$ cat src/rtl/ldn_pkg.sv
// Shared types, constants and register codes for the lidar deskew block.
`timescale 1ns / 1ps
`default_nettype none

package ldn_pkg;

  localparam int MAX_KEYFRAMES_DEF = 128;
  localparam int FIFO_DEPTH        = 4;
  localparam int ROT_FRAC          = 28;
  localparam logic [63:0] ARM_MIN_SQ = 64'd4295;

  typedef enum logic [2:0] {
    REG_SWEEP_START = 3'd0,
    REG_STEP_TIME   = 3'd1,
    REG_KEY_COUNT   = 3'd2,
    REG_TRANS_EN    = 3'd3,
    REG_ARM_X       = 3'd4,
    REG_ARM_Y       = 3'd5,
    REG_ARM_Z       = 3'd6
  } reg_idx_t;

  localparam logic OP_LOAD    = 1'b0;
  localparam logic OP_POINT   = 1'b1;
  localparam logic KIND_ACK   = 1'b0;
  localparam logic KIND_POINT = 1'b1;

  typedef struct packed {
    logic               opcode;
    logic [6:0]         key_index;
    logic signed [15:0] quat_w;
    logic signed [15:0] quat_x;
    logic signed [15:0] quat_y;
    logic signed [15:0] quat_z;
    logic signed [31:0] point_x;
    logic signed [31:0] point_y;
    logic signed [31:0] point_z;
    logic [47:0]        point_time_us;
  } in_t;

  typedef struct packed {
    logic               result_kind;
    logic signed [31:0] out_x;
    logic signed [31:0] out_y;
    logic signed [31:0] out_z;
  } out_t;

  // Item payload that travels down the back pipeline.
  typedef struct packed {
    logic               kind;
    logic [6:0]         key;
    logic [63:0]        quat;   // {z, y, x, w}, w in the low bits
    logic signed [31:0] px;
    logic signed [31:0] py;
    logic signed [31:0] pz;
  } side_t;

  typedef struct packed {
    side_t       side;
    logic [63:0] elapsed;  // 1/65536 us since sweep start, zero before it
  } ent_t;

  typedef struct packed {
    logic             valid;
    side_t            side;
    logic [8:0][33:0] m;
    logic [32:0]      n;
  } nd_in_t;

  typedef struct packed {
    logic             valid;
    side_t            side;
    logic [8:0][29:0] r;
  } nd_out_t;

endpackage

`default_nettype wire

$ cat src/rtl/ldn_front.sv
// Input side: classifies items and forms the elapsed time of each point.
`timescale 1ns / 1ps
`default_nettype none

module ldn_front (
  input  logic          item_valid,
  output logic          item_ready,
  input  ldn_pkg::in_t  item,
  input  logic [47:0]   sweep_start_us,
  input  logic          q_ready,
  output logic          push,
  output ldn_pkg::ent_t entry
);

  always_comb begin
    item_ready = q_ready;
    push       = item_valid && q_ready;
    entry.side.kind = (item.opcode == ldn_pkg::OP_POINT) ? ldn_pkg::KIND_POINT
                                                         : ldn_pkg::KIND_ACK;
    entry.side.key  = item.key_index;
    entry.side.quat = {item.quat_z, item.quat_y, item.quat_x, item.quat_w};
    entry.side.px   = item.point_x;
    entry.side.py   = item.point_y;
    entry.side.pz   = item.point_z;
    // Points taken before the sweep start clamp to the first keyframe.
    if (item.opcode == ldn_pkg::OP_POINT && item.point_time_us >= sweep_start_us) begin
      entry.elapsed = {item.point_time_us - sweep_start_us, 16'd0};
    end else begin
      entry.elapsed = 64'd0;
    end
  end

endmodule

`default_nettype wire

$ cat config.mk
export PLATFORM = sky130hd
export DESIGN_NAME = ldn_front
export DESIGN_NICKNAME = d
export VERILOG_FILES = /design/src/rtl/ldn_pkg.sv /design/src/rtl/ldn_front.sv
export SDC_FILE = /design/constraint.sdc
export NUM_CORES = 1
export LEC_CHECK = 0
export ABC_AREA = 1
export BUFFER_PORTS_ARGS = -buffer_cell sky130_fd_sc_hd__buf_2
export CORE_AREA = 2 2 193 195
export DETAILED_ROUTE_END_ITERATION = 12
export DIE_AREA = 0 0 195 197
export GPL_ROUTABILITY_DRIVEN = 0
export GPL_TIMING_DRIVEN = 1
export PLACE_DENSITY = 0.39
export SYNTH_ARGS = -nofsm -noshare
export SYNTH_HDL_FRONTEND = slang
export SYNTH_SLANG_ARGS = --single-unit
$ cat constraint.sdc
create_clock -name vclk -period 3.45
set_clock_uncertainty 0.1 [all_clocks]
set_input_delay 0.5175 -clock vclk [all_inputs]
set_output_delay 0.5175 -clock vclk [all_outputs]
set_load 0.05 [all_outputs]
* Word level (Yosys, flattened, before mapping)
Cells that the tools add are included.
** Storage, ports and cells
- Bits in registers :: 0
- Bits in latches :: 0
- Bits in writable memories :: 0
- Memory bits (read-only) :: 0
- Input port bits :: 266
- Memories :: 0
** Cells by class
- Add/subtract/negate cells :: 1
- $mul :: 0
- Div/mod/pow operators :: 0
- Order comparisons :: 1
- Equality and inequality tests :: 0
- Shift-type cells :: 0
- Muxes and demuxes :: 2
- Bitwise operators :: 0
- Reductions and logical operators :: 2
** Operators with widths (number)
- two-way mux 64 bit :: 1
- >= comparator 48 bit :: 1
- subtractor 48 bit :: 1
- logical AND 1 bit :: 2
- two-way mux 1 bit :: 1

* Logic depth before layout (Yosys ltp)
Gate-level depths: netlist of the first run.
- Word-level depth :: 3
- Gate-level depth with buffers :: 16
- Depth with buffers taken out :: 15

* Worst setup path after synthesis of the first run
No wires, ideal clock.
- Path kind :: input port to output port
- Start point :: input port item[0] in the netlist's numbering
- End point :: output port entry[62] in the netlist's numbering
- Data arrival time :: 2.554 ns
- Required time :: 2.832 ns
- Path slack :: 0.278 ns
- Cell stages on the path :: 13
- Path through :: inv_1 > ha_1 > inv_1 > fa_1 > nand2_1 > nand2_1 > nand3_1 > nand2_1 > nand2_1 > nand2_1 > nand2_1 > nand4_1 > a21oi_1
** RTL lines
- start: declaration :: line ldn_front.sv:8 : input ldn_pkg::in_t item,
- end: declaration :: line ldn_front.sv:12 : output ldn_pkg::ent_t entry

==> results of run 1 <==
==> cell type report <==
class | count | area share [%]
multi-input cells | 760 | 57.30
repair buffers | 210 | 20.12
inverters | 249 | 13.89
well taps | 468 | 8.701
==> cells in the mapped netlist, drive strengths merged <==
library cell,number,area (sq um)
nor4,1,6.260
a21boi,1,7.510
nand2,404,1526
nand3b,10,75.07
and2,2,12.51
a21oi,33,165.2
o21a,1,7.510
o21bai,4,30.03
xnor2,23,201.4
fa,1,20.02
nand4,9,56.30
ha,48,600.6
nor2,147,686.9
conb,1,3.750
inv,249,934.6
nand3,44,225.2
buf,190,1443
xor2,1,8.760
o21ai,6,30.03
nor3,9,50.05
==> metal layers <==
layer	track usage [%]	up-vias
li1	-	3361
met1	15.02	2809
met2	22.33	240
met3	2.259	96
met4	5.146	0
met5	0	-
==> kinds of logic (layout without fill, tap and decap cells) <==
family	Yosys count	in the layout	share of synthesized area, %
AO/OA/AOI/OAI	45	45	3.944
adder cells (fa/ha/maj)	49	49	10.19
XOR/XNOR	24	24	3.451
buffers and inverters	439	459	39.03
AND/OR/NAND/NOR	626	626	43.32
other	1	16	0.06157
==> worst max path at each step <==
stage                     slack [ns]  cells after the start         to
after floorplan                 0.28                     13  entry[62]
after global placement           0.1                     15  entry[46]
after detailed placement        0.05                     18  entry[45]
after CTS                       0.04                     18  entry[45]
after global routing           0.005                     16  entry[60]
final                           0.18                     16  entry[60]
==> timing repair <==
item | 4_1_cts | 5_1_grt
gates resized for setup | 0 | 65
hold endpoints to repair | 0 | 0
endpoints found under the setup margin | 0 | 31
==> worst max-delay path, cell delays in order <==
cell      delay (ns)
buf_2           0.08
inv_1           0.05
ha_1            0.34
nand2_2         0.10
nor2_2          0.20
inv_2           0.10
nor2_4          0.13
nand2_1         0.07
nor3_2          0.13
nand2_2         0.09
nand3_4         0.09
nand2_8         0.10
buf_12          0.17
buf_12          0.12
nor2_4          0.11
clkbuf_4        0.24
==> per-stage QoR <==
stage | setup WS [ns] | util [%] | hold WS, ns | power (uW) | instance area [sq um]
after global placement | 0.09572 | 18.01 | 0.9353 | 1316 | 6529
final | 0.1830 | 18.56 | 0.9350 | 1344 | 6730
after global routing | 0.005270 | 18.56 | 0.9351 | 1489 | 6730
after detailed placement | 0.05448 | 18.01 | 0.9353 | 1312 | 6529
after floorplan | 0.2782 | - | 1.102 | 1391 | 6147
after CTS | 0.03790 | 18.01 | 0.9353 | 1317 | 6529
==> power breakdown <==
| part | switching [uW] | internal, uW |
|---|---|---|
| registers | 0 | 0 |
| logic | 888 | 456 |
| clock network | 0 | 0 |
==> impl_metrics.ini, run 1 <==
[power]
power_leakage_uw = 0.004127
p_per_area_nw_per_um2 = 199.7
vdd_ir_drop_max_mv = 0.07291

[critical_path]
cp-end-kind = primary output
worstPathArrival_ns = 2.65
crit_start = sweep_start_us[31]
required_ns = 2.83
critPathLaunchType = input pin
worstSetupPathType = input pin to primary output
cp_max_fo = 5

[finish]
drive_above_1_share_pct = 22.89
area_growth_pct = 10.50
fillers = 4368
fin_nets = 1536
final_common_cell = nand2_1
diodes = 0
nClkBuffers = 0
flops_and_latches = 0
stdcell_count = 1687
final_cell_mix = nand2_1 (391), inv_1 (243), buf_2 (128)
multiInputGateArea_sq_um = 3856
final-seq-area_sq_um = 0

[grt]
grt_start_max_net_pins = 20
grt_overflow = 0
grtUsageTotal_pct = 12.61
grt_pass1_vias = 6630
antenna_found_initial = 0
grt_pass1_wl_microns = 37140

[detailed_routing]
dr.max_layer_used = met4
viasPerCell = 3.857
final_antenna_net_count = 0
drt-wirelength-per-cell_microns = 15.05
drtIter0Drc = 317
drtPass1Iterations = 5
wl_met3_microns = 1665
wirelength_microns = 25400
drcViolationCount = 0
routedLengthMet1_microns = 10860
wl_met2_microns = 11680
vias = 6506

[timing]
setup_violations = 0
hold_viol_final = 0
fmax_mhz = 306.1
finalSetupTns_ns = 0
report.final.slew_viol_count = 0
rsz0062_at_grt = false
period_needed_ns = 3.267
period_share_pct = 94.70

[run]
cap_violations = 0

[synthesis]
syn-instance-count = 1184
synth_area_sq_um = 6091
ys_seq_area_share_pct = 0
synth_cell_types = 29
avgSynthCellArea_sq_um = 5.144
ys_warn_count = 0

[die]
initial_core_util_pct = 16.80
rows = 70
fp.dieW_microns = 195
die_h_microns = 197
dieArea_sq_um = 38420
floorplan.io_pins = 500
core_area_sq_um = 36260

[hold_path]
hold_depth = 0
hold_class = input pin to primary output
hp-start = item[95]
hold-path-endpoint = entry[111]

[placement]
dp.final_hpwl_microns = 23020
portBuffers = 150
placed_cells_incl_taps = 1685

[cts]
postCtsHoldBufs = 0
post_cts_buffers = 0

[status]
status = finished clean
(Power assumes the default switching activity.)
==> inputs of run 2 (changes only) <==
CORE_AREA = 2 2 195 197   (was 2 2 193 195)
DIE_AREA = 0 0 197 199   (was 0 0 195 197)
==> impl_metrics.ini, run 2 (same netlist as run 1, synthesis figures left out) <==
[status]
status = finished clean

[finish]
area_growth_pct = 8.751
fillers = 4538
nClkBuffers = 0
fin_nets = 1532
flops_and_latches = 0
diodes = 0
final_cell_mix = nand2_1 (397), inv_1 (243), buf_2 (128)
final_common_cell = nand2_1
stdcell_count = 1689
drive_above_1_share_pct = 21.65
final-seq-area_sq_um = 0

[timing]
rsz0062_at_grt = true
worst_slack_ns = 0.1719
hold_viol_final = 0
period_needed_ns = 3.278
report.final.slew_viol_count = 0
setup_violations = 0
fmax_mhz = 305.1
period_share_pct = 95.02

[grt]
grtUsageTotal_pct = 12.23
grt_pass1_vias = 6359
antenna_found_initial = 0
grt_start_max_net_pins = 24
grt_overflow = 0
grt_pass1_wl_microns = 35950

[die]
core_area_sq_um = 37130
dieArea_sq_um = 39200
initial_core_util_pct = 16.40
fp.dieW_microns = 197
rows = 71
floorplan.io_pins = 500
die_h_microns = 199

[run]
cap_violations = 0

[hold_path]
hp-start = item[135]
hold_class = input pin to primary output
hold_depth = 0
hold-path-endpoint = entry[151]

[detailed_routing]
vias = 6489
drcViolationCount = 0
drtIter0Drc = 259
wirelength_microns = 25690
final_antenna_net_count = 0
viasPerCell = 3.842
drtPass1Iterations = 4
drt-wirelength-per-cell_microns = 15.21

[critical_path]
cp-end-kind = primary output
required_ns = 2.83
cp_num_buf_inv = 6
slowest_delay_ns = 0.36
path_common_cell = nand2_1
critical_path.slowest_cell = fa_2
critPathLaunchType = input pin
cp_max_fo = 6
critPathTopFamily = simple AND/OR/NAND/NOR gates
worstSetupPathType = input pin to primary output
worstPathArrival_ns = 2.66
cp_cell_sequence = buf_2 -> inv_1 -> ha_1 -> inv_1 -> fa_2 -> nand2_1 -> nand2_1 -> nand3_1 -> nand2_2 -> nand2_1 -> nand3_1 -> nand2_1 -> nand3_2 -> nand2_4 -> buf_12 -> buf_12 -> nor2_4 -> buf_4

[power]
power_leakage_uw = 0.004095
vdd_ir_drop_max_mv = 0.06685
p_per_area_nw_per_um2 = 200.6

[placement]
portBuffers = 150
post-place-ws_ns = 0.01681
dp.final_hpwl_microns = 23370
placed_cells_incl_taps = 1682
[run 2: how the worst max path moves through the flow]
stage,start,to,cells past startpoint
2_1_floorplan,item[0],entry[62],13
3_3_place_gp,sweep_start_us[6],entry[49],14
3_5_place_dp,sweep_start_us[8],entry[49],14
4_1_cts,sweep_start_us[8],entry[49],14
5_1_grt,item[0],entry[44],17
6_report,item[0],entry[59],18
[run 2: where the power goes]
part / switching [uW] / internal [uW]
Sequential: 0 / 0
Clock: 0 / 0
Combinational: 882 / 447
[run 2: layout make-up]
class | instances | area, sq um | share of cell area (%)
Inverter | 249 | 934.6 | 14.11
Multi-Input combinational cell | 760 | 3794 | 57.27
Tap cell | 474 | 593.1 | 8.954
Timing Repair Buffer | 206 | 1303 | 19.66
[run 2: routing by layer]
metal | routed length (microns) | track usage [%] | part of all wire, %
met1 | 10870 | 14.46 | 42
met2 | 12040 | 21.92 | 47
met3 | 1865 | 2.442 | 7.3
met4 | 911 | 4.233 | 3.5
met5 | 0 | 0 | 0
[run 2: stage by stage]
stage	hold slack, ns	setup TNS (ns)	area [sq um]	utilization (%)	power [uW]
4_1_cts	0.9353	0	6454	17.38	1311
3_5_place_dp	0.9353	0	6454	17.38	1306
6_report	0.9350	0	6624	17.84	1328
5_1_grt	0.9351	-0.005101	6624	17.84	1471
3_3_place_gp	0.9353	-0.02515	6454	17.38	1309
2_1_floorplan	1.102	0	6147	-	1391
[run 2: repair_timing]
item,4_1_cts,5_1_grt
buffers inserted,0,5
hold buffers,0,0
gates resized for setup,0,39
setup endpoints to repair,0,26
