==> src/rtl/ldn_pkg.sv <==
// Shared types, constants and register codes for the lidar deskew block.
`timescale 1ns / 1ps
`default_nettype none

package ldn_pkg;

  localparam int MAX_KEYFRAMES_DEF = 128;
  localparam int FIFO_DEPTH        = 4;
  localparam int ROT_FRAC          = 28;
  localparam logic [63:0] ARM_MIN_SQ = 64'd4295;

  typedef enum logic [2:0] {
    REG_SWEEP_START = 3'd0,
    REG_STEP_TIME   = 3'd1,
    REG_KEY_COUNT   = 3'd2,
    REG_TRANS_EN    = 3'd3,
    REG_ARM_X       = 3'd4,
    REG_ARM_Y       = 3'd5,
    REG_ARM_Z       = 3'd6
  } reg_idx_t;

  localparam logic OP_LOAD    = 1'b0;
  localparam logic OP_POINT   = 1'b1;
  localparam logic KIND_ACK   = 1'b0;
  localparam logic KIND_POINT = 1'b1;

  typedef struct packed {
    logic               opcode;
    logic [6:0]         key_index;
    logic signed [15:0] quat_w;
    logic signed [15:0] quat_x;
    logic signed [15:0] quat_y;
    logic signed [15:0] quat_z;
    logic signed [31:0] point_x;
    logic signed [31:0] point_y;
    logic signed [31:0] point_z;
    logic [47:0]        point_time_us;
  } in_t;

  typedef struct packed {
    logic               result_kind;
    logic signed [31:0] out_x;
    logic signed [31:0] out_y;
    logic signed [31:0] out_z;
  } out_t;

  // Item payload that travels down the back pipeline.
  typedef struct packed {
    logic               kind;
    logic [6:0]         key;
    logic [63:0]        quat;   // {z, y, x, w}, w in the low bits
    logic signed [31:0] px;
    logic signed [31:0] py;
    logic signed [31:0] pz;
  } side_t;

  typedef struct packed {
    side_t       side;
    logic [63:0] elapsed;  // 1/65536 us since sweep start, zero before it
  } ent_t;

  typedef struct packed {
    logic             valid;
    side_t            side;
    logic [8:0][33:0] m;
    logic [32:0]      n;
  } nd_in_t;

  typedef struct packed {
    logic             valid;
    side_t            side;
    logic [8:0][29:0] r;
  } nd_out_t;

endpackage

`default_nettype wire

==> src/rtl/ldn_fifo.sv <==
// Short item queue between the front and the back pipeline.
`timescale 1ns / 1ps
`default_nettype none

module ldn_fifo (
  input  logic          clk,
  input  logic          rst,
  input  logic          push,
  input  ldn_pkg::ent_t push_entry,
  output logic          not_full,
  input  logic          pop,
  output logic          head_valid,
  output ldn_pkg::ent_t head
);

  localparam int DEPTH = ldn_pkg::FIFO_DEPTH;
  localparam int PW    = $clog2(DEPTH);
  localparam int CW    = $clog2(DEPTH + 1);

  ldn_pkg::ent_t slots [DEPTH];
  logic [PW-1:0] wr_ptr;
  logic [PW-1:0] rd_ptr;
  logic [CW-1:0] count;

  assign not_full   = (count != CW'(DEPTH));
  assign head_valid = (count != '0);
  assign head       = slots[rd_ptr];

  always_ff @(posedge clk) begin
    if (push) begin
      slots[wr_ptr] <= push_entry;
    end
  end

  always_ff @(posedge clk) begin
    if (rst) begin
      wr_ptr <= '0;
      rd_ptr <= '0;
      count  <= '0;
    end else begin
      if (push) begin
        wr_ptr <= (wr_ptr == PW'(DEPTH - 1)) ? '0 : wr_ptr + PW'(1);
      end
      if (pop) begin
        rd_ptr <= (rd_ptr == PW'(DEPTH - 1)) ? '0 : rd_ptr + PW'(1);
      end
      if (push && !pop) begin
        count <= count + CW'(1);
      end else if (pop && !push) begin
        count <= count - CW'(1);
      end
    end
  end

endmodule

`default_nettype wire

==> config.mk <==
export PLATFORM = sky130hd
export DESIGN_NAME = ldn_fifo
export DESIGN_NICKNAME = d
export VERILOG_FILES = /design/src/rtl/ldn_pkg.sv /design/src/rtl/ldn_fifo.sv
export SDC_FILE = /design/constraint.sdc
export NUM_CORES = 1
export LEC_CHECK = 0
export BUFFER_PORTS_ARGS = -buffer_cell sky130_fd_sc_hd__buf_2
export CAP_MARGIN = 20
export CORE_ASPECT_RATIO = 0.6
export CORE_MARGIN = 2
export CORE_UTILIZATION = 40
export CTS_BUF_LIST = sky130_fd_sc_hd__clkbuf_16
export CTS_CLUSTER_SIZE = 12
export DETAILED_ROUTE_END_ITERATION = 10
export PLACE_DENSITY = 0.62
export SYNTH_ARGS = -nofsm -noshare
export SYNTH_HDL_FRONTEND = slang
export SYNTH_SLANG_ARGS = --single-unit
==> constraint.sdc <==
create_clock -name clk -period 9.85 [get_ports clk]
set_clock_uncertainty 0.2 [all_clocks]
set_input_delay 1.97 -clock clk [delete_from_list [all_inputs] [get_ports clk]]
set_output_delay 1.97 -clock clk [all_outputs]
set_load 0.005 [all_outputs]
# After elaboration in Yosys (flattened, before gate mapping)
# Memories as Yosys holds them, arrays and structs flattened. A register that Yosys moved wholly into a read port is not among the register bits.
# Cells that the tools add are included.
[totals] wordCells=25 mem_bits_ro=0 output_inout_bits=234 register_bits=7 in_bits=236 latchBits=0 mem_bits_rw=928 mem_count=1
[op_classes] n_addsub=4 n_lt_le_gt_ge=0 reduce_logical=6 multipliers=0 div=0 bitwise=0 n_mux=8 eq_ne=3 shifts=0
[memory_table] memory="slots" depth=4 word_bits=232 read_ports=1 rd_ports_with_merged_regs=1 wr=1 line_no="ldn_fifo.sv:20" source="ldn_pkg::ent_t slots [DEPTH];"
[op_table] cell="$mux 2" count=4
[op_table] cell="$mux 3" count=2
[op_table] cell="$add 2x1->2 const B" count=2
[op_table] cell="$eq 2x2->1 const B" count=2
[op_table] cell="$add 3x1->3 const B" count=1
[op_table] cell="$ne 3x3->1 const B" count=1
[op_table] cell="$reduce_bool 3->1" count=1
[op_table] cell="$sub 3x1->3 const B" count=1
[op_table] cell="$logic_and 1x1->1" count=2
[op_table] cell="$logic_not 1->1" count=2
[op_table] cell="$mux 1" count=2
[op_table] cell="$reduce_bool 2->1" count=1

# Logic depth before layout (Yosys ltp)
# Gate-level depths: netlist of the first run.
[depth] word_depth=4 depth_mapped=7 ltp_nobuf=7

# Worst setup path before layout of the first run
# No wires, ideal clock.
[synth_timing] kind="input port to flip-flop" from="input push" to="memory slots[0][0] (netlist name), enable pin" setup_ns=0.621 n_path_buf=0 setup_slack_ns=1.808 path_stages=1 arrival_time_ns=7.221 required_time_ns=9.029 cell_sequence="and2_1"
[synth_between] elab_chain_len=2
[synth_lines] element="start, declared" line_no="ldn_fifo.sv:8" source="input logic push,"
[synth_lines] element="$mux 1" line_no="ldn_fifo.sv:30" source="if (push) begin"
[synth_lines] element="$mux 1 (not written as such)" line_no="ldn_fifo.sv:31" source="slots[wr_ptr] <= push_entry;"
[synth_lines] element="end, declared" line_no="ldn_fifo.sv:20"
# No other way between the ends.

==> results of run 1 <==
[cell type report]
type,count,share of cell area [%]
antenna,4,0.02498
clock buffer,93,5.807
clock inverter,39,0.6182
inverter,4,0.03747
multi-input combinational,264,13.68
sequential,937,70.01
tap,1134,3.541
timing repair buffer,482,6.288
[metal layers]
| metal | part of all wire, % | wire length (um) | vias to the layer above |
|---|---|---|---|
| li1 | - | - | 6502 |
| met1 | 42 | 27890 | 7916 |
| met5 | 0.23 | 152 | - |
| met3 | 7.5 | 5017 | 118 |
| met4 | 1.9 | 1247 | 22 |
| met2 | 49 | 32770 | 398 |
[worst register-to-register path, stage by stage (launching register included)]
cell     delay [ns]
dfxtp_1        0.40
ha_1           0.19
and2_4         0.79
buf_4          0.88
[sequential cells by signal, indices dropped and copies added, names as in the netlist, named ones only]
register and flops:
wr_ptr 2, count 3, slots 928, rd_ptr 2
[logic make-up after synthesis]
| family | Yosys count | share of synthesized area (%) |
|---|---|---|
| DFF | 937 | 82.69 |
| muxes | 236 | 15.52 |
| buffers and inverters | 56 | 1.177 |
| and+or+nand+nor | 16 | 0.2324 |
| adders and majority gates | 7 | 0.2804 |
| AOI/OAI and AO/OA | 3 | 0.04425 |
| xor gates and xnor gates | 2 | 0.05165 |
[worst min path at each step]
stage | startpoint | to | depth (start not counted) | slack [ns]
2_1_floorplan | count[2] | count[2] | 2 | 0.26
3_3_place_gp | count[2] | count[2] | 2 | 0.28
3_5_place_dp | count[2] | count[2] | 2 | 0.30
4_1_cts | count[2] | count[2] | 2 | 0.33
5_1_grt | rd_ptr[1] | flop | 2 | 0.37
6_report | count[2] | count[2] | 2 | 0.33
[synth_stat cells]
master	n	area (um^2)
a21oi_1	2	10.01
and2_1	4	25.02
buf_2	25	125.1
buf_6	21	236.5
clkbuf_1	6	22.52
dfxtp_1	9	180.2
edfxtp_1	928	27870
fa_1	1	20.02
ha_1	6	75.07
inv_1	4	15.01
mux2i_1	4	40.04
mux4_2	232	5225
nand2_1	1	3.750
nor2_1	8	30.03
nor3b_1	1	7.510
o21ai_0	1	5.000
or3_1	2	12.51
xor2_1	2	17.52
[stage by stage]
stage / instance area (um^2) / hold slack (ns) / setup WS, ns / util (%)
global route: 40060 / 0.3658 / 4.209 / 47.86
CTS: 40060 / 0.3260 / 4.367 / 47.86
floorplan: 33920 / 0.2603 / 1.808 / -
finish: 40070 / 0.3257 / 4.481 / 47.87
global placement: 37490 / 0.2763 / 5.084 / 44.78
detailed placement: 37490 / 0.2978 / 5.097 / 44.78
[cell usage in the layout (no fill, tap or decap)]
cell type,Yosys,final
clkinv_16,0,1
fa_1,1,1
clkinv_8,0,1
ha_1,6,6
or3_1,2,2
buf_12,0,6
nor3b_1,1,1
nor2_1,8,8
mux2i_1,4,4
a21oi_1,2,2
inv_16,0,2
buf_2,25,469
mux4_2,232,232
buf_4,0,7
clkbuf_16,0,93
clkinv_4,0,2
inv_6,0,4
o21ai_0,1,1
inv_1,4,24
xor2_1,2,2
dfxtp_4,0,2
and2_4,0,4
edfxtp_1,928,928
nand2_1,1,1
clkinv_1,0,9
dfxtp_1,9,7
diode_2,0,4
[power by group]
group	internal, mW	switching (mW)	total [mW]
combinational	0.312	0.348	0.660
clock	1.69	1.39	3.09
sequential	4.58	0.0470	4.62
==> impl_metrics.ini, run 1 <==
[grt]
grt.busiest_layer = met2
grt_pass1_wl_um = 100300
use_met3_pct = 5.578
grt_util_met2_pct = 24.61
grt_usage_pct = 15.35
grt_pass1_vias = 15870
grt_antenna_before_repair = 15
met1_usage_pct = 19.97
grt-ovfl-total = 0
grt_max_degree = 133

[synth]
yosys_warnings = 0
avgSynthCellArea_um2 = 26.98
syn_area_um2 = 33920
synth_cells = 1257
ys_seq_area_share_pct = 82.69
synth_seq_cells = 937
syn_nets = 1500
synth_cell_types = 18

[setup_path]
worstPathRequired_ns = 7.68
cp-endpoint = head[199]
crit_cells = 3
crit_fanout = 105
rrSetupSlack_ns = 6.90
cp_slowest_cell = dfxtp_4
cp.arrival_ns = 3.20
max_stage_delay_ns = 0.82
setup.worst_path.start_class = flop
path_cells = buf_12 > mux4_2 > buf_2
cp-end-kind = output port
r2r_cells = 3
reg2reg_from = wr_ptr[0]
crit_family = flip-flops
r2r_end = slots[1][189]
path_class = flop to output port
critPathBufInv = 2

[drt]
firstDrtPassIters = 5
viasPerCell = 5.058
vias = 14960
detail_route.iter0.violations = 1054
ant_nets = 0
drc = 0
wl_um = 67080
wl_per_cell_um = 22.69

[worst_hold_path]
hold_class = flop to flop

[clocking]
cts-resized-gates = 0
cts.sinks = 937
cts_setup_buffers = 0
clockBufferDepth = 3
clkTransAtPathRegs_ns = 0.06
tritoncts = built
holdBufCountCts = 0
cts.htree.levels = 3
cts-root-buf = clkbuf_16
cts_buffers = 92
clock_latency_ns = 0.65

[floorplanning]
start_util_pct = 40.51
pin_count = 470
dieHeight_um = 229.6
die_x_um = 379.9
num_rows = 82
core_area_um2 = 83720
dieArea_um2 = 87210

[final_layout]
nets = 2024
fillers = 6799
drive_above_1_share_pct = 45.24
syn2layout_area_growth_pct = 18.15
finalNonFillerCells = 2957
multi_input_area_um2 = 5482
seqCellArea_um2 = 28050

[pwr]
ir_worst_vdd_v = 0.0001554
p_leak_nw = 13.27
power_density_nw_per_um2 = 208.9
power_mw = 8.371

[timing]
fmax_mhz = 186.2
fin_crit_ns = 5.369
worst_pin_slew_ns = 1.262
final-hold-violation-count = 0
drv_slew = 0
tns_ns = 0
finalCritPeriodShare_pct = 54.51
slew_headroom_pct = 15.88
setup_viol = 0
grt_setup_unrepaired = no

[place]
gp_congestion = 0.7196
place_inst = 2821
portBuffers = 469
dp_hpwl_um = 38440

[run_status]
status = finished, final reports clean

[flow_run]
drv_cap = 0
Note: power is estimated with default switching activity, not from simulation.
==> run 2: changes to the inputs <==
Settings changed: ABC_AREA set to 1, PLACE_DENSITY 0.62 to 0.64.
Clock period 9.85 ns to 4.7 ns, I/O delays scaled along.
==> run 2 against run 1 <==
  * Clock power rose by 120%
  * Sequential share of layout area down 1.9 points
  * Cell count grew 35%
  * Synthesized cell count increased by 83%
  * Global-route usage increased by 2.9 points
  * Core utilization increased by 0.20 points
  * First-iteration DRC count up 60%
  * Critical path type unchanged
  * Critical endpoint is now head[109]
  * Largest cell class unchanged
  * Largest power group unchanged
  * Highest routed layer unchanged
==> impl_metrics.ini, run 2 <==
[run_status]
status = finished, final reports clean

[drt]
viasPerCell = 5.311
vias = 21150
firstDrtPassIters = 7
wl_per_cell_um = 20.90
drc = 0
ant_nets = 0
detail_route.iter0.violations = 1687
wl_um = 83250

[final_layout]
final_common_cell = edfxtp_1
drive_above_1_share_pct = 23.40
seqCellArea_um2 = 28050
finalNonFillerCells = 3983
fillers = 7236
largest_register = slots
multi_input_area_um2 = 5801
final_cell_mix = edfxtp_1, nor2_1, buf_2, o21ai_0, o21ai_1
top_regs = slots x928, count x3
post-route-util_pct = 48.07
postLayoutCellArea_um2 = 41180
syn2layout_area_growth_pct = 18.91
nets = 3027
largest_reg_flops = 928

[grt]
grt_pass1_vias = 20590
grt_usage_pct = 18.23
grt_antenna_before_repair = 20
grt_pass1_wl_um = 123900
grt-ovfl-total = 0
grt_max_degree = 141

[setup_path]
setup.worst_path.start_class = flop
worstPathRequired_ns = 3.56
cp.arrival_ns = 3.00
path_class = flop to output port
rrSetupSlack_ns = 1.92
r2r_cells = 6
r2r_end = slots[2][112]
crit_fanout = 108
cp-end-kind = output port
reg2reg_from = wr_ptr[0]

[timing]
tns_ns = 0
fin_ws_ns = 0.5629
final-hold-violation-count = 0
drv_slew = 0
grt_setup_unrepaired = no
fin_crit_ns = 4.137
worst_pin_slew_ns = 1.167
setup_viol = 0
slew_headroom_pct = 22.23
fmax_mhz = 241.7
finalCritPeriodShare_pct = 88.02

[synth]
syn_area_um2 = 34630
synth_common_cells = edfxtp_1, nor2_1, o21ai_0
async_reset_ff_share_pct = 0
ys.flop_type = edfxtp_1
syn_nets = 2546
synth_seq_cells = 937
synth_cells = 2303
synth_cell_types = 20
synth.most_common_cell = edfxtp_1
synth_edf_count = 928
avgSynthCellArea_um2 = 15.04
yosysTopAreaCellShare_pct = 80.46
ys_seq_area_share_pct = 80.98
netlist_top_cells_area = edfxtp_1, nor2_1, o22ai_1, o21ai_0, o21ai_1
yosys_warnings = 0
synth_top_area_cell = edfxtp_1

[floorplanning]
pin_count = 470
dieHeight_um = 231.9
start_util_pct = 40.42
dieArea_um2 = 89030
die_x_um = 383.9
num_rows = 83
core_area_um2 = 85680

[clocking]
cts_setup_buffers = 0
clkTransAtPathRegs_ns = 0.06
cts_buffers = 93
cts.htree.levels = 3
clock_latency_ns = 0.69
cts-resized-gates = 0
clockBufferDepth = 3
cts-root-buf = clkbuf_16
tritoncts = built
cts.sinks = 937
holdBufCountCts = 0

[place]
dp_hpwl_um = 49760
place_inst = 3836
portBuffers = 469
gp_congestion = 0.7711
dpl_cell_area_um2 = 38500
pre_cts_slack_ns = 1.258

[worst_hold_path]
min_to = slots[2][19]
hold_class = input port to flop
hold_depth = 1
hp-start = push_entry[19]

[pwr]
p_leak_nw = 14.23
ir_worst_vdd_v = 0.0002910
power_density_nw_per_um2 = 438.5

[flow_run]
drv_cap = 0
==> run 2: cell families (layout without fill, tap and decap cells) <==
group | count (synthesis) | count (layout) | synth area share (%)
buffers and inverters | 171 | 693 | 2.460
other | 0 | 11 | 0
AOI/OAI and AO/OA | 705 | 705 | 11.03
and+or+nand+nor | 483 | 483 | 5.260
DFF | 937 | 937 | 80.98
adders and majority gates | 7 | 7 | 0.2746
==> run 2: area by class of cell <==
class / instances / share of cell area (%)
multi-input cells: 1195 / 14.08
repair buffers: 539 / 7.553
clock inverters: 42 / 0.7504
flip-flops and latches: 937 / 68.12
inverters: 18 / 0.2309
well taps: 1147 / 3.485
clock buffers: 94 / 5.712
diodes: 11 / 0.06684
==> run 2: routing by layer <==
layer / part of all wire [%] / wire [um] / global-route usage, % / up-vias
li1: - / - / - / 9733
met1: 43 / 35440 / 24.80 / 10640
met2: 48 / 40090 / 29.13 / 630
met3: 7.2 / 6019 / 4.933 / 129
met4: 1.8 / 1536 / 4.645 / 26
met5: 0.20 / 165 / 0 / -
==> run 2: power by group <==
part / switching, mW / leakage [nW] / total, mW / internal [mW]
Clock: 2.98 / 1.37 / 6.68 / 3.70
Sequential: 0.0981 / 8.60 / 9.66 / 9.56
Combinational: 1.12 / 4.26 / 1.72 / 0.601
==> run 2: stage by stage <==
| stage | power [mW] | hold WS [ns] |
|---|---|---|
| 2_1_floorplan | 10.71 | 0.2830 |
| 3_3_place_gp | 11.50 | 0.2977 |
| 3_5_place_dp | 11.57 | 0.3264 |
| 4_1_cts | 18.24 | 0.2096 |
| 5_1_grt | 18.73 | 0.2279 |
| 6_report | 18.06 | 0.2669 |
==> run 2: how the worst max path moves through the flow <==
stage,start,cells past startpoint,end
after floorplan,push,2,slots[3][0]
final,flop,5,head[109]
after CTS,flop,5,head[109]
after global routing,flop,5,head[109]
after global placement,flop,5,head[81]
after detailed placement,flop,5,head[109]
==> run 2: worst max-delay path, stage by stage, from the launching register on <==
cell     delay, ns
dfxtp_4       0.53
inv_8         0.60
buf_4         0.52
nor2_1        0.09
o22ai_1       0.24
buf_2         0.16
==> run 3: changes to the inputs <==
Settings changed: REMOVE_ABC_BUFFERS set to 1.
==> run 3 against run 2 <==
  * Sequential power is essentially flat
  * Worst setup slack better by 0.096 ns
  * Cell count fell by 1.2%
==> impl_metrics.ini, run 3 (synthesized netlist as in run 2, its figures left out) <==
[run_status]
status = finished, final reports clean

[floorplanning]
dieArea_um2 = 89030
die_x_um = 383.9
core_area_um2 = 85680
dieHeight_um = 231.9
pin_count = 470
num_rows = 83
start_util_pct = 40.42

[timing]
drv_slew = 0
slew_headroom_pct = 28.28
fin_crit_ns = 4.041
finalCritPeriodShare_pct = 85.97
grt_setup_unrepaired = no
setup_viol = 0
worst_pin_slew_ns = 1.076
final-hold-violation-count = 0
fmax_mhz = 247.5

[pwr]
ir_worst_vdd_v = 0.0002630
power_density_nw_per_um2 = 435.1
p_leak_nw = 13.95

[final_layout]
drive_above_1_share_pct = 22.05
final_common_cell = edfxtp_1
syn2layout_area_growth_pct = 17.35
largest_register = slots
postLayoutCellArea_um2 = 40640
final_cell_mix = edfxtp_1, nor2_1, buf_2, o21ai_0, o21ai_1
nets = 2987
largest_reg_flops = 928
finalNonFillerCells = 3936
top_regs = slots x928, count x3

[clocking]
tritoncts = built
cts.htree.levels = 3
cts-root-buf = clkbuf_16
cts_setup_buffers = 0
cts.sinks = 937
clockBufferDepth = 3
holdBufCountCts = 0
clock_latency_ns = 0.65
clkTransAtPathRegs_ns = 0.06
cts_buffers = 90
cts-resized-gates = 0

[grt]
grt-ovfl-total = 0
grt_usage_pct = 17.76
grt_max_degree = 173
grt_pass1_wl_um = 120900
grt_pass1_vias = 20550
grt_antenna_before_repair = 25

[setup_path]
worstPathRequired_ns = 3.56
cp-end-kind = output port
setup.worst_path.start_class = flop
cp.arrival_ns = 2.90
crit_fanout = 157
path_class = flop to output port

[place]
dp_hpwl_um = 45440
dpl_cell_area_um2 = 38130
place_inst = 3799
portBuffers = 469
gp_congestion = 0.7759

[drt]
viasPerCell = 5.261
ant_nets = 0
firstDrtPassIters = 5
wl_um = 81600
drc = 0
vias = 20710
wl_per_cell_um = 20.73
detail_route.iter0.violations = 1631

[flow_run]
drv_cap = 0

[worst_hold_path]
hold_class = input port to flop
==> run 3: per-layer routing <==
metal	part of all wire (%)	wire length (um)	up-vias	GRT usage, %
li1	-	-	9633	-
met1	43	34780	10370	23.33
met2	48	39010	543	28.53
met3	7.5	6113	139	5.523
met4	1.9	1536	24	5.074
met5	0.19	158	-	0
==> run 3: worst paths after layout <==
kind / depth (start not counted) / slack (ns) / from / end
worst max-delay path: 4 / 0.66 / flop / head[198]
worst min-delay path: 1 / 0.30 / push_entry[80] / slots[0][80]
worst max register to register: 4 / 2.23 / wr_ptr[0] / slots[3][54]
worst min register to register: 2 / 0.34 / rd_ptr[0] / flop
==> run 3: stage by stage <==
stage          utilization (%)  hold slack (ns)  TNS (ns)  power (mW)  setup WS (ns)
4_1_cts                  47.39           0.2280         0       17.88         0.5897
5_1_grt                  47.41           0.2519         0       18.37         0.4702
3_3_place_gp             44.51           0.2956         0       11.44          1.349
2_1_floorplan                -           0.2830  -4538.11       10.72         -13.60
3_5_place_dp             44.51           0.3321         0       11.51          1.305
6_report                 47.44           0.2990         0       17.68         0.6594
==> run 3: area by class of cell <==
| type | count | area (um^2) |
|---|---|---|
| fill | 7281 | 45030 |
| sequential | 937 | 28050 |
| multi-input combinational | 1195 | 5736 |
| timing repair buffer | 502 | 2795 |
| clock buffer | 91 | 2277 |
| tap | 1147 | 1435 |
| clock inverter | 28 | 190.2 |
| inverter | 18 | 110.1 |
| antenna | 18 | 45.04 |
==> run 3: power by group <==
group          total [mW]  internal, mW  leakage, nW  switching (mW)
logic                1.66         0.568         4.09            1.09
clock network        6.37          3.50         1.26            2.87
registers            9.65          9.56         8.60          0.0886
total                17.7          13.6         14.0            4.05
==> run 3: worst max-delay path, cell delays in order, from the launching register on <==
cell and delay, ns:
dfxtp_4 0.79, buf_12 0.44, o21ai_0 0.22, o22ai_1 0.34, buf_2 0.18
